`config.mk`:
```
export PLATFORM = sky130hd
export DESIGN_NAME = pflm_front
export DESIGN_NICKNAME = d
export VERILOG_FILES = /design/src/hdl/page_frame_list_manager_assert.svh /design/src/hdl/pflm_pkg.sv /design/src/hdl/pflm_front.sv
export SDC_FILE = /design/constraint.sdc
export NUM_CORES = 1
export LEC_CHECK = 0
export ABC_CLOCK_PERIOD_IN_PS = 1900
export BUFFER_PORTS_ARGS = -buffer_cell sky130_fd_sc_hd__buf_2
export CORE_MARGIN = 2
export CORE_UTILIZATION = 48
export CTS_BUF_LIST = sky130_fd_sc_hd__clkbuf_8
export DETAILED_ROUTE_END_ITERATION = 12
export GPL_TIMING_DRIVEN = 0
export HOLD_SLACK_MARGIN = 0.08
export MAX_ROUTING_LAYER = met4
export PLACE_DENSITY = 0.76
export SLEW_MARGIN = 0
export SYNTH_ARGS = -nofsm -noshare
export SYNTH_HDL_FRONTEND = slang
export SYNTH_SLANG_ARGS = --single-unit
```
`constraint.sdc`:
```
create_clock -name clk_i -period 1.9 [get_ports clk_i]
set_input_delay 0.19 -clock clk_i [delete_from_list [all_inputs] [get_ports clk_i]]
set_output_delay 0.19 -clock clk_i [all_outputs]
set_load 0.005 [all_outputs]
```
`src/hdl/page_frame_list_manager_assert.svh`:
```
// Assertion macros for the page frame list manager.
// Used by the top level only; no other dependencies.
`ifndef PAGE_FRAME_LIST_MANAGER_ASSERT_SVH
`define PAGE_FRAME_LIST_MANAGER_ASSERT_SVH
`ifndef SYNTHESIS
// same-cycle implication
`define PFLM_ASSERT_NOW(lbl, ante, cons) \
  lbl: assert property (@(posedge clk_i) disable iff (!rst_ni) (ante) |-> (cons)) \
    else $error("pflm assertion failed");
// next-cycle implication
`define PFLM_ASSERT_NEXT(lbl, ante, cons) \
  lbl: assert property (@(posedge clk_i) disable iff (!rst_ni) (ante) |=> (cons)) \
    else $error("pflm assertion failed");
`else
`define PFLM_ASSERT_NOW(lbl, ante, cons)
`define PFLM_ASSERT_NEXT(lbl, ante, cons)
`endif
`endif

```
`src/hdl/pflm_pkg.sv`:
```
// Shared constants, types and counter helpers for the page frame list manager.
// No dependencies.
package pflm_pkg;

  localparam int NUM_FRAMES  = 1024;
  localparam int NUM_BUCKETS = 16;
  localparam int NUM_LISTS   = 2 * NUM_BUCKETS + 2;
  localparam int PTR_W       = $clog2(NUM_FRAMES + 1);  // frame number or none
  localparam int IDX_W       = $clog2(NUM_FRAMES);      // link store index
  localparam int LIST_W      = $clog2(NUM_LISTS);       // list table index
  localparam int SEL_W       = 6;
  localparam int FRM_W       = 10;
  localparam int REQ_W       = 3;
  localparam int QUEUE_DEPTH = 2;

  localparam logic [PTR_W-1:0] NONE_PTR = PTR_W'(NUM_FRAMES);

  // request codes on the input channel
  localparam logic [REQ_W-1:0] REQ_ADD_HEAD = 3'd0;
  localparam logic [REQ_W-1:0] REQ_ADD_TAIL = 3'd1;
  localparam logic [REQ_W-1:0] REQ_POP_HEAD = 3'd2;
  localparam logic [REQ_W-1:0] REQ_POP_TAIL = 3'd3;
  localparam logic [REQ_W-1:0] REQ_REMOVE   = 3'd4;

  // classified operation handed from front to back
  typedef enum logic [2:0] {
    OP_ADD_HEAD,
    OP_ADD_TAIL,
    OP_POP_HEAD,
    OP_POP_TAIL,
    OP_REMOVE,
    OP_NOP_CNT,   // report current count only
    OP_NOP_ZERO   // list out of range
  } op_e;

  typedef struct packed {
    op_e              op;
    logic [SEL_W-1:0] list;
    logic [FRM_W-1:0] frame;
  } req_t;

  // one list table row
  typedef struct packed {
    logic [PTR_W-1:0] head;
    logic [PTR_W-1:0] tail;
    logic [PTR_W-1:0] size;
  } tab_t;

  function automatic logic [PTR_W-1:0] cnt_up(input logic [PTR_W-1:0] c);
    return (c >= NONE_PTR) ? NONE_PTR : c + 1'b1;
  endfunction

  function automatic logic [PTR_W-1:0] cnt_down(input logic [PTR_W-1:0] c);
    return (c == '0) ? '0 : c - 1'b1;
  endfunction

endpackage

```
`src/hdl/pflm_front.sv`:
```
// Front end: accepts requests, classifies them and queues them for the back end.
// Depends on pflm_pkg.
module pflm_front import pflm_pkg::*; (
  input  logic             clk_i,
  input  logic             rst_ni,
  input  logic             in_valid_i,
  output logic             in_ready_o,
  input  logic [REQ_W-1:0] req_type_i,
  input  logic [SEL_W-1:0] list_sel_i,
  input  logic [FRM_W-1:0] frame_num_i,
  output logic             q_valid_o,
  output req_t             q_req_o,
  input  logic             q_pop_i
);

  localparam int QP_W = $clog2(QUEUE_DEPTH);
  localparam int QC_W = $clog2(QUEUE_DEPTH + 1);

  req_t             fifo_q [QUEUE_DEPTH];
  logic [QP_W-1:0]  wr_ptr_q, rd_ptr_q;
  logic [QC_W-1:0]  cnt_q;
  req_t             cls;
  logic             frm_ok;
  logic             push, pop;

  // classify the incoming request
  always_comb begin
    frm_ok     = ({1'b0, frame_num_i} < NONE_PTR);
    cls.list   = list_sel_i;
    cls.frame  = frame_num_i;
    if (list_sel_i >= SEL_W'(NUM_LISTS)) begin
      cls.op = OP_NOP_ZERO;
    end else begin
      case (req_type_i)
        REQ_ADD_HEAD: cls.op = frm_ok ? OP_ADD_HEAD : OP_NOP_CNT;
        REQ_ADD_TAIL: cls.op = frm_ok ? OP_ADD_TAIL : OP_NOP_CNT;
        REQ_POP_HEAD: cls.op = OP_POP_HEAD;
        REQ_POP_TAIL: cls.op = OP_POP_TAIL;
        REQ_REMOVE:   cls.op = frm_ok ? OP_REMOVE : OP_NOP_CNT;
        default:      cls.op = OP_NOP_CNT;
      endcase
    end
  end

  assign in_ready_o = (cnt_q != QC_W'(QUEUE_DEPTH));
  assign push       = in_valid_i && in_ready_o;
  assign q_valid_o  = (cnt_q != '0);
  assign pop        = q_pop_i && q_valid_o;
  assign q_req_o    = fifo_q[rd_ptr_q];

  // queue storage
  always_ff @(posedge clk_i) begin
    if (push) begin
      fifo_q[wr_ptr_q] <= cls;
    end
  end

  // queue pointers
  always_ff @(posedge clk_i or negedge rst_ni) begin
    if (!rst_ni) begin
      wr_ptr_q <= '0;
      rd_ptr_q <= '0;
      cnt_q    <= '0;
    end else begin
      if (push) wr_ptr_q <= (wr_ptr_q == QP_W'(QUEUE_DEPTH - 1)) ? '0 : wr_ptr_q + 1'b1;
      if (pop)  rd_ptr_q <= (rd_ptr_q == QP_W'(QUEUE_DEPTH - 1)) ? '0 : rd_ptr_q + 1'b1;
      if (push && !pop)      cnt_q <= cnt_q + 1'b1;
      else if (pop && !push) cnt_q <= cnt_q - 1'b1;
    end
  end

endmodule

```
# After elaboration in Yosys (flattened, before gate mapping)
# Memory sizes are Yosys's and may differ from the RTL's.
# Cells that the tools add are included.
dict set report word_totals {
  regBits 4
  latch_bits 0
  ram_bits 38
  romBits 0
  in_bits 23
  word_cells 31
  n_memories 1
}
# name words word_bits read_ports rd_clocked_by_memory_dff wr line
set memory_table {}
lappend memory_table {fifo_q 2 19 1 0 1 pflm_front.sv:19} ;# req_t fifo_q [QUEUE_DEPTH];
dict set report op_classes {
  n_addsub 4
  multipliers 0
  div_mod_pow 0
  order_cmp 1
  eq_ne 5
  shifts 0
  mux 8
  n_bitwise 0
  n_reduce_logical 9
}
# cell n
set ops {}
lappend ops {{3-bit case mux with 5 select lines} 1}
lappend ops {{3-bit by 2-bit == test with 1-bit output, second input constant} 2}
lappend ops {{6-bit greater-or-equal comparator, second input constant} 1}
lappend ops {{1-bit logical AND} 4}
lappend ops {{1-bit two-way mux} 4}
lappend ops {{2-bit two-way mux} 2}
lappend ops {{2-bit nonzero test} 2}
lappend ops {{3-bit by 1-bit == test with 1-bit output, second input constant} 1}
lappend ops {{3-bit == test, second input constant} 1}
lappend ops {{3-bit logical NOT} 1}
lappend ops {{3-bit two-way mux} 1}
lappend ops {{1-bit adder, second input constant} 2}
lappend ops {{2-bit by 1-bit adder with 2-bit output, second input constant} 1}
lappend ops {{1-bit logical NOT} 2}
lappend ops {{2-bit inequality test, second input constant} 1}
lappend ops {{2-bit by 1-bit subtractor with 2-bit output, second input constant} 1}

# Depth between registers and ports, before layout
# Gate-level depths: netlist of run 1.
dict set report logic_depth {
  word_depth 6
  depth_mapped 7
}

# Worst setup path after synthesis of run 1
# OpenSTA, ideal clock, no wires.
dict set report synth_timing {
  kind {register to register}
  start {reg cnt_q[0]}
  end {mem fifo_q[0][0] (netlist bit), enable pin}
  setup_ps 395
  arrival_time_ps 1467
  setup_slack_ps 38
  stages_incl_launch_ff 4
  n_path_buf 0
  synth_period_minus_slack_ps 1862
  cell_sequence {dfrtp_1 nand2b_1 nand2_1 nor2_1}
}
dict set report synth_via {
  elab_chain_len 4
}
# item line
set synth_rtl {}
lappend synth_rtl {{from (decl)} pflm_front.sv:21} ;# logic [QC_W-1:0] cnt_q;
lappend synth_rtl {{from (signal assigned)} pflm_front.sv:67} ;# if (push && !pop) cnt_q <= cnt_q + 1'b1;
lappend synth_rtl {{from (signal assigned)} pflm_front.sv:68} ;# else if (pop && !push) cnt_q <= cnt_q - 1'b1;
lappend synth_rtl {{2-bit inequality test} pflm_front.sv:45} ;# assign in_ready_o = (cnt_q != QC_W'(QUEUE_DEPTH));
lappend synth_rtl {{net in_ready_o} pflm_front.sv:7} ;# output logic in_ready_o,
lappend synth_rtl {{1-bit logical AND} pflm_front.sv:46} ;# assign push = in_valid_i && in_ready_o;
lappend synth_rtl {{1-bit two-way mux} pflm_front.sv:53} ;# if (push) begin
lappend synth_rtl {{1-bit two-way mux (not written as such)} pflm_front.sv:54} ;# fifo_q[wr_ptr_q] <= cls;
lappend synth_rtl {{to (decl)} pflm_front.sv:19}
# The timed path passes the listed nets, and every way through them passes these cells.

# Worst setup path in the final report of run 1
dict set report layout_timing {
  start {reg cnt_q[0]}
  end {mem fifo_q[1][4] (netlist bit), enable pin}
}
dict set report layout_via {
  elab_chain_len 4
}
# item line
set layout_rtl {}
lappend layout_rtl {{2-bit inequality test} pflm_front.sv:45}
lappend layout_rtl {{1-bit logical AND} pflm_front.sv:46}
lappend layout_rtl {{1-bit two-way mux} pflm_front.sv:53}
lappend layout_rtl {{1-bit two-way mux (not written as such)} pflm_front.sv:54}
# Every way passes these cells.

==> flow_metrics.py, run 1 <==
metrics = {
    "outcome": {
        "status": "finished clean",
    },
    "yosys": {
        "synth.most_common_cell": "edfxtp_1",
        "synth.area.mux_share": 0.133,
        "ys_top_cells_by_count": "38 x edfxtp_1, 19 x mux2_2, 4 x dfrtp_1",
        "yosysTopAreaCellShare": 0.712,
        "avgSynthCellArea_um2": 19.1,
        "synthCells": 84,
        "yosys.area_share.adder": 0.00781,
        "synthTopCellsByArea": "edfxtp_1 71%, mux2_2 13%, dfrtp_1 6.2%",
        "syn_nets": 108,
        "synth_xor_area_frac": 0.0273,
        "synth_area_um2": 1600,
        "async_flop_share": 0.0952,
        "synth_seq_cells": 42,
        "synth_top_cell_by_area": "edfxtp_1",
        "synth_top_family_by_area": "multiplexers",
        "synth-compound-area-share": 0.0164,
        "ys.flop_type": "edfxtp_1",
        "yosysSeqAreaShare": 0.774,
        "synth-simple-area-share": 0.0273,
        "ys_types": 16,
        "yosys_warnings": 0,
        "synth-edff-count": 38,
    },
    "grt": {
        "met3_usage": 0.0683,
        "overflow": 0,
        "antenna_found_initial": 0,
        "grt_pass1_wl_um": 3830,
        "grtUsageTotal": 0.153,
        "busiest_layer": "met2",
        "grt_util_met1": 0.175,
        "grt_util_met2": 0.248,
        "grt_max_degree": 20,
        "grt_pass1_vias": 900,
    },
    "pwr": {
        "p_clk_frac": 0.188,
        "power_frac_comb": 0.319,
        "switching_share": 0.277,
        "ir_drop_mv": 0.793,
        "power.leakage_uw": 0.000797,
        "seqPwrFrac": 0.493,
        "power_density_nw_per_um2": 1360,
        "internal-power_uw": 1980,
        "p_sw_uw": 758,
    },
    "flow_run": {
        "maxCapViolations": 0,
    },
    "floorplan": {
        "core_area_um2": 3100,
        "die_y_um": 61.8,
        "start_util": 0.517,
        "dieArea_um2": 3820,
        "core.rowCount": 20,
        "ioPinCount": 44,
        "chipWidth_um": 61.8,
    },
    "layout": {
        "fillCellCount": 258,
        "nets": 163,
        "n_antenna_cell": 0,
        "drive_gt1_frac": 0.514,
        "area_growth_pct": 25.4,
    },
    "sta": {
        "maxSlewViolCount": 0,
        "final.setup_skew_ns": 0.00841,
        "max_slew_margin": 0.379,
        "hold_viol_final": 0,
        "worst_slack_ns": 0.175,
        "clock.fmax_mhz": 580,
        "fin_crit_sh": 0.908,
        "worst_pin_slew_ns": 0.931,
        "rsz0062_at_grt": "no",
        "fin_crit_ns": 1.73,
        "setup_viol": 0,
        "finalSetupTns_ns": 0,
    },
    "critical_path": {
        "crit_path_top_delay_cell": "and3_1",
        "worstPathArrival_ns": 1.63,
        "cp_cell_sequence": "nand2b_1, and3_1",
        "crit_type": "reg2reg",
        "critical_path.max_stage_delay_ns": 0.78,
        "path_max_fanout": 19,
        "start_kind": "flip-flop",
        "required_ns": 1.81,
        "cp_top_family": "simple AND/OR/NAND/NOR gates",
        "cp_num_buf_inv": 0,
        "crit_path_end_kind": "flip-flop",
    },
    "placement": {
        "place_ws_ns": 0.159,
        "place.gp.congestion": 0.707,
        "numPortBuffers": 43,
        "place_hpwl_um": 1740,
    },
    "clocking": {
        "insertion_delay_ns": 0.29,
        "cts_tree": "done",
        "clkSlewWorstSetupHoldPaths_ns": 0.08,
        "root_buffer": "clkbuf_8",
        "clk_path_buf_depth": 2,
        "cts.sinks": 42,
        "cts-htree-levels": 2,
        "cts_made_buffers": 5,
    },
    "route": {
        "detail_route.wl_per_cell_um": 13.7,
        "drc": 0,
        "vias": 875,
        "ant_nets": 0,
        "avgViaCountPerCell": 4.76,
        "wirelength_um": 2520,
        "dr.first_iter.drc_count": 50,
        "drt_pass1_iterations": 4,
    },
    "hold_path": {
        "min_path_type": "in2reg",
    },
}
-- placed cells by master, fill, tap and decap left out --
cell and n:
buf_2 45, edfxtp_1 38, mux2_2 19, inv_1 6, clkbuf_8 5, dfrtp_1 4
dlygate4sd3_1 4, xnor2_1 3, nor2_1 2, nand2b_1 2, nand2_1 2, xor2_1 2
o41ai_2 1, o21ai_0 1, a21oi_1 1, or2_1 1, and3_1 1, nor2_2 1
ha_1 1, buf_8 1
-- sequential cells by signal, indices dropped and copies added, names as in the netlist --
| name | cells |
|---|---|
| rd_ptr_q | 1 |
| wr_ptr_q | 1 |
| cnt_q | 2 |
| fifo_q | 38 |
-- timing repair --
action	in CTS	in global routing
hold buffers	1	3
gates resized for setup	0	0
endpoints found under the hold margin	4	5
buffers inserted	0	0
-- layer usage --
metal	vias to the layer above	part of all wire
li1	424	-
met1	413	0.44
met2	36	0.49
met3	2	0.058
met4	0	0.0056
met5	-	0
-- worst paths after layout --
check / from / to / slack (ns) / cells past startpoint
setup / recovery: cnt_q[0] / fifo_q[1][4] / 0.17 / 2
hold / removal: frame_num_i[1] / fifo_q[1][1] / 0.09 / 1
setup reg to reg: cnt_q[0] / fifo_q[1][4] / 0.17 / 2
hold reg to reg: cnt_q[1] / cnt_q[1] / 0.49 / 1
max in group asynchronous: rst_ni / rd_ptr_q / 1.55 / 2
min in group asynchronous: rst_ni / cnt_q[1] / 0.23 / 2
-- cells by family (layout without fill, tap and decap cells) --
family / after synthesis / count (layout)
multiplexers: 19 / 19
AO/OA/AOI/OAI: 3 / 3
XOR/XNOR: 5 / 5
flip-flops: 42 / 42
adder cells (fa/ha/maj): 1 / 1
buffers and inverters: 5 / 61
AND/OR/NAND/NOR: 9 / 9
-- final cells by class --
cell class | instances | area (um^2) | area share
Timing Repair Buffer | 48 | 270 | 0.134
Clock buffer | 5 | 68.8 | 0.0342
Clock inverter | 3 | 11.3 | 0.00560
Buffer | 2 | 10.0 | 0.00498
Sequential cell | 42 | 1240 | 0.617
Tap cell | 44 | 55.1 | 0.0274
Multi-Input combinational cell | 37 | 343 | 0.171
Inverter | 3 | 11.3 | 0.00560
-- power by group through the flow --
stage | clock [uW] | combinational [uW] | sequential (uW)
after floorplan | 0 | 545 | 1350
after global placement | 0 | 835 | 1360
after detailed placement | 0 | 882 | 1370
after CTS | 527 | 890 | 1350
after global routing | 569 | 962 | 1370
final | 514 | 873 | 1350
-- metrics by stage --
stage / util / instances / instance area, um^2 / total power, uW / hold slack, ns
global placement: 0.604 / 171 / 1870 / 2190 / -0.00468
CTS: 0.638 / 181 / 1980 / 2770 / 0.0808
finish: 0.648 / 184 / 2010 / 2730 / 0.0910
floorplan: - / 84 / 1600 / 1890 / -0.106
global route: 0.648 / 184 / 2010 / 2900 / 0.0809
detailed placement: 0.609 / 172 / 1890 / 2250 / 0.000652
No activity file was read; power rests on OpenSTA's default activity.
==> inputs of run 2 (changes only) <==
--- a/config.mk
+++ b/config.mk
@@ -5,16 +5,16 @@
 export SDC_FILE = /design/constraint.sdc
 export NUM_CORES = 1
 export LEC_CHECK = 0
-export ABC_CLOCK_PERIOD_IN_PS = 1900
+export ABC_CLOCK_PERIOD_IN_PS = 1800
 export BUFFER_PORTS_ARGS = -buffer_cell sky130_fd_sc_hd__buf_2
 export CORE_MARGIN = 2
-export CORE_UTILIZATION = 48
+export CORE_UTILIZATION = 35
 export CTS_BUF_LIST = sky130_fd_sc_hd__clkbuf_8
 export DETAILED_ROUTE_END_ITERATION = 12
 export GPL_TIMING_DRIVEN = 0
 export HOLD_SLACK_MARGIN = 0.08
 export MAX_ROUTING_LAYER = met4
-export PLACE_DENSITY = 0.76
+export PLACE_DENSITY = 0.56
 export SLEW_MARGIN = 0
 export SYNTH_ARGS = -nofsm -noshare
 export SYNTH_HDL_FRONTEND = slang
==> constraint.sdc (replaced) <==
create_clock -name clk_i -period 1.8 [get_ports clk_i]
set_input_delay 0.18 -clock clk_i [delete_from_list [all_inputs] [get_ports clk_i]]
set_output_delay 0.18 -clock clk_i [all_outputs]
set_load 0.005 [all_outputs]
==> run 2 against run 1 <==
Compared with the run above:
- final cell count rose by 8.2%
- sequential share of layout area decreased by 2.4 points
- via count grew 2.4%
- clock skew is 0.0024 ns lower
- hold slack better by 0.015 ns
- sequential power rose by 6%
- critical endpoint is now fifo_q[0][11]
- critical path depth is 1 higher
- highest routed layer unchanged
==> flow_metrics.py, run 2 (same netlist as run 1, synthesis figures left out) <==
metrics = {
    "route": {
        "avgViaCountPerCell": 4.50,
        "vias": 896,
        "met3_length_um": 182,
        "wirelength_um": 2680,
        "dr.first_iter.drc_count": 49,
        "detail_route.wl_per_cell_um": 13.5,
        "met2_wirelength_um": 1350,
        "drc": 0,
        "highest_layer": "met4",
        "ant_nets": 0,
        "drt_pass1_iterations": 4,
        "wl_met1_um": 1140,
    },
    "critical_path": {
        "cp_cell_sequence": "nand2b_1, nand2_1, nor2_4",
        "critical_path.max_stage_delay_ns": 0.49,
        "required_ns": 1.72,
        "rr_startpoint": "cnt_q[0]",
        "r2r-end": "fifo_q[0][11]",
        "path_max_fanout": 19,
        "crit_type": "reg2reg",
        "start_kind": "flip-flop",
        "crit_path_end_kind": "flip-flop",
        "crit_path_top_delay_cell": "nor2_4",
        "r2r_cells": 3,
        "worstPathArrival_ns": 1.50,
        "r2r_slack_ns": 0.22,
    },
    "grt": {
        "grtUsageTotal": 0.119,
        "grt_pass1_vias": 998,
        "grt_pass1_wl_um": 4300,
        "grt_max_degree": 20,
        "overflow": 0,
        "antenna_found_initial": 0,
    },
    "sta": {
        "clock.fmax_mhz": 632,
        "fin_crit_sh": 0.879,
        "hold_viol_final": 0,
        "fin_crit_ns": 1.58,
        "final.setup_skew_ns": 0.00604,
        "setup_viol": 0,
        "max_slew_margin": 0.603,
        "maxSlewViolCount": 0,
        "rsz0062_at_grt": "no",
        "worst_pin_slew_ns": 0.595,
    },
    "clocking": {
        "cts.sinks": 42,
        "clkSlewWorstSetupHoldPaths_ns": 0.08,
        "clk_path_buf_depth": 2,
        "insertion_delay_ns": 0.29,
        "cts-htree-levels": 2,
        "cts_made_buffers": 5,
        "cts_tree": "done",
        "root_buffer": "clkbuf_8",
    },
    "hold_path": {
        "hold_depth": 1,
        "min_path_type": "in2reg",
        "hold_start": "list_sel_i[5]",
        "holdPathEnd": "fifo_q[0][15]",
    },
    "pwr": {
        "p_clk_frac": 0.190,
        "p_sw_uw": 814,
        "power_density_nw_per_um2": 1380,
        "seqPwrFrac": 0.492,
        "power.leakage_uw": 0.000812,
        "power_frac_comb": 0.318,
        "ir_drop_mv": 0.630,
        "switching_share": 0.281,
        "internal-power_uw": 2080,
    },
    "floorplan": {
        "core.rowCount": 24,
        "ioPinCount": 44,
        "chipWidth_um": 71.7,
        "die_y_um": 71.7,
        "start_util": 0.366,
        "core_area_um2": 4380,
        "dieArea_um2": 5140,
    },
    "layout": {
        "area_growth_pct": 30.5,
        "stdcell_area_um2": 2090,
        "reg_top3": "fifo_q x38, cnt_q x2",
        "n_antenna_cell": 0,
        "layout_commonest_cell": "buf_2",
        "largest_reg_flops": 38,
        "final_cell_mix": "45 x buf_2, 38 x edfxtp_1, 19 x mux2_2, 12 x dlygate4sd3_1, 5 x clkbuf_8",
        "largest_register": "fifo_q",
        "final_cells": 199,
        "fillCellCount": 393,
        "drive_gt1_frac": 0.490,
        "nets": 170,
    },
    "flow_run": {
        "maxCapViolations": 0,
    },
    "placement": {
        "numPortBuffers": 43,
        "place_hpwl_um": 1740,
        "place_area_um2": 1890,
        "dpl.cell_count": 179,
        "place.gp.congestion": 0.651,
    },
    "outcome": {
        "status": "finished clean",
    },
}
## run 2: cell types whose count changed in the layout (fill, tap and decap cells not counted)
cell | previous run | this run
and3_1 | 1 | 0
and3_2 | 0 | 1
buf_8 | 1 | 0
clkinv_1 | 0 | 3
dlygate4sd3_1 | 4 | 12
inv_1 | 6 | 3
nor2_2 | 1 | 0
nor2_4 | 0 | 1
## run 2: how the worst max path moves through the flow
stage,from,to,slack [ns],cells past startpoint
3_3_place_gp,cnt_q[0],fifo_q[0][9],-0.05,3
4_1_cts,cnt_q[0],fifo_q[0][14],0.20,3
6_report,cnt_q[0],fifo_q[0][11],0.22,3
5_1_grt,cnt_q[0],fifo_q[0][0],0.11,3
2_1_floorplan,cnt_q[0],fifo_q[0][0],0.24,3
3_5_place_dp,cnt_q[0],fifo_q[0][10],-0.10,3
## run 2: power by group through the flow
stage / logic, uW / clock network [uW] / registers, uW
floorplan: 578 / 0 / 1420
global placement: 903 / 0 / 1430
detailed placement: 918 / 0 / 1450
CTS: 950 / 577 / 1430
global route: 1020 / 628 / 1450
finish: 920 / 549 / 1430
## run 2: what timing repair did
item                                   4_1_cts  5_1_grt
resized for setup                            2        0
hold buffers                                11        1
setup endpoints to repair                   38        0
endpoints found under the hold margin       24        2
setup buffers                                0        0
## run 2: routing by layer
metal,vias to the layer above,global-route usage
met5,-,-
met4,0,0.0440
met3,2,0.0549
met2,37,0.200
met1,419,0.121
li1,438,-
## run 2: layout make-up
class	instances	area (um^2)	area share
multi-input combinational	37	349	0.167
buffer	2	10.0	0.00478
clock buffer	5	68.8	0.0329
timing repair buffer	55	335	0.160
sequential	42	1240	0.593
clock inverter	3	11.3	0.00538
tap	52	65.1	0.0311
inverter	3	11.3	0.00538
## run 2: stage by stage
stage / setup WS [ns] / power, uW / hold slack (ns) / setup TNS [ns] / util
after floorplan: 0.242 / 2000 / -0.116 / 0 / -
after global placement: -0.0501 / 2340 / -0.0134 / -0.943 / 0.430
after detailed placement: -0.102 / 2360 / -0.0109 / -1.93 / 0.430
after CTS: 0.198 / 2950 / 0.0807 / 0 / 0.475
after global routing: 0.114 / 3100 / 0.0881 / 0 / 0.477
final: 0.218 / 2890 / 0.106 / 0 / 0.477
## run 2: critical path: cells and delay by family (launching register included)
family / cells / cell delay (ns)
simple gates: 3 / 0.79
flops: 1 / 0.42
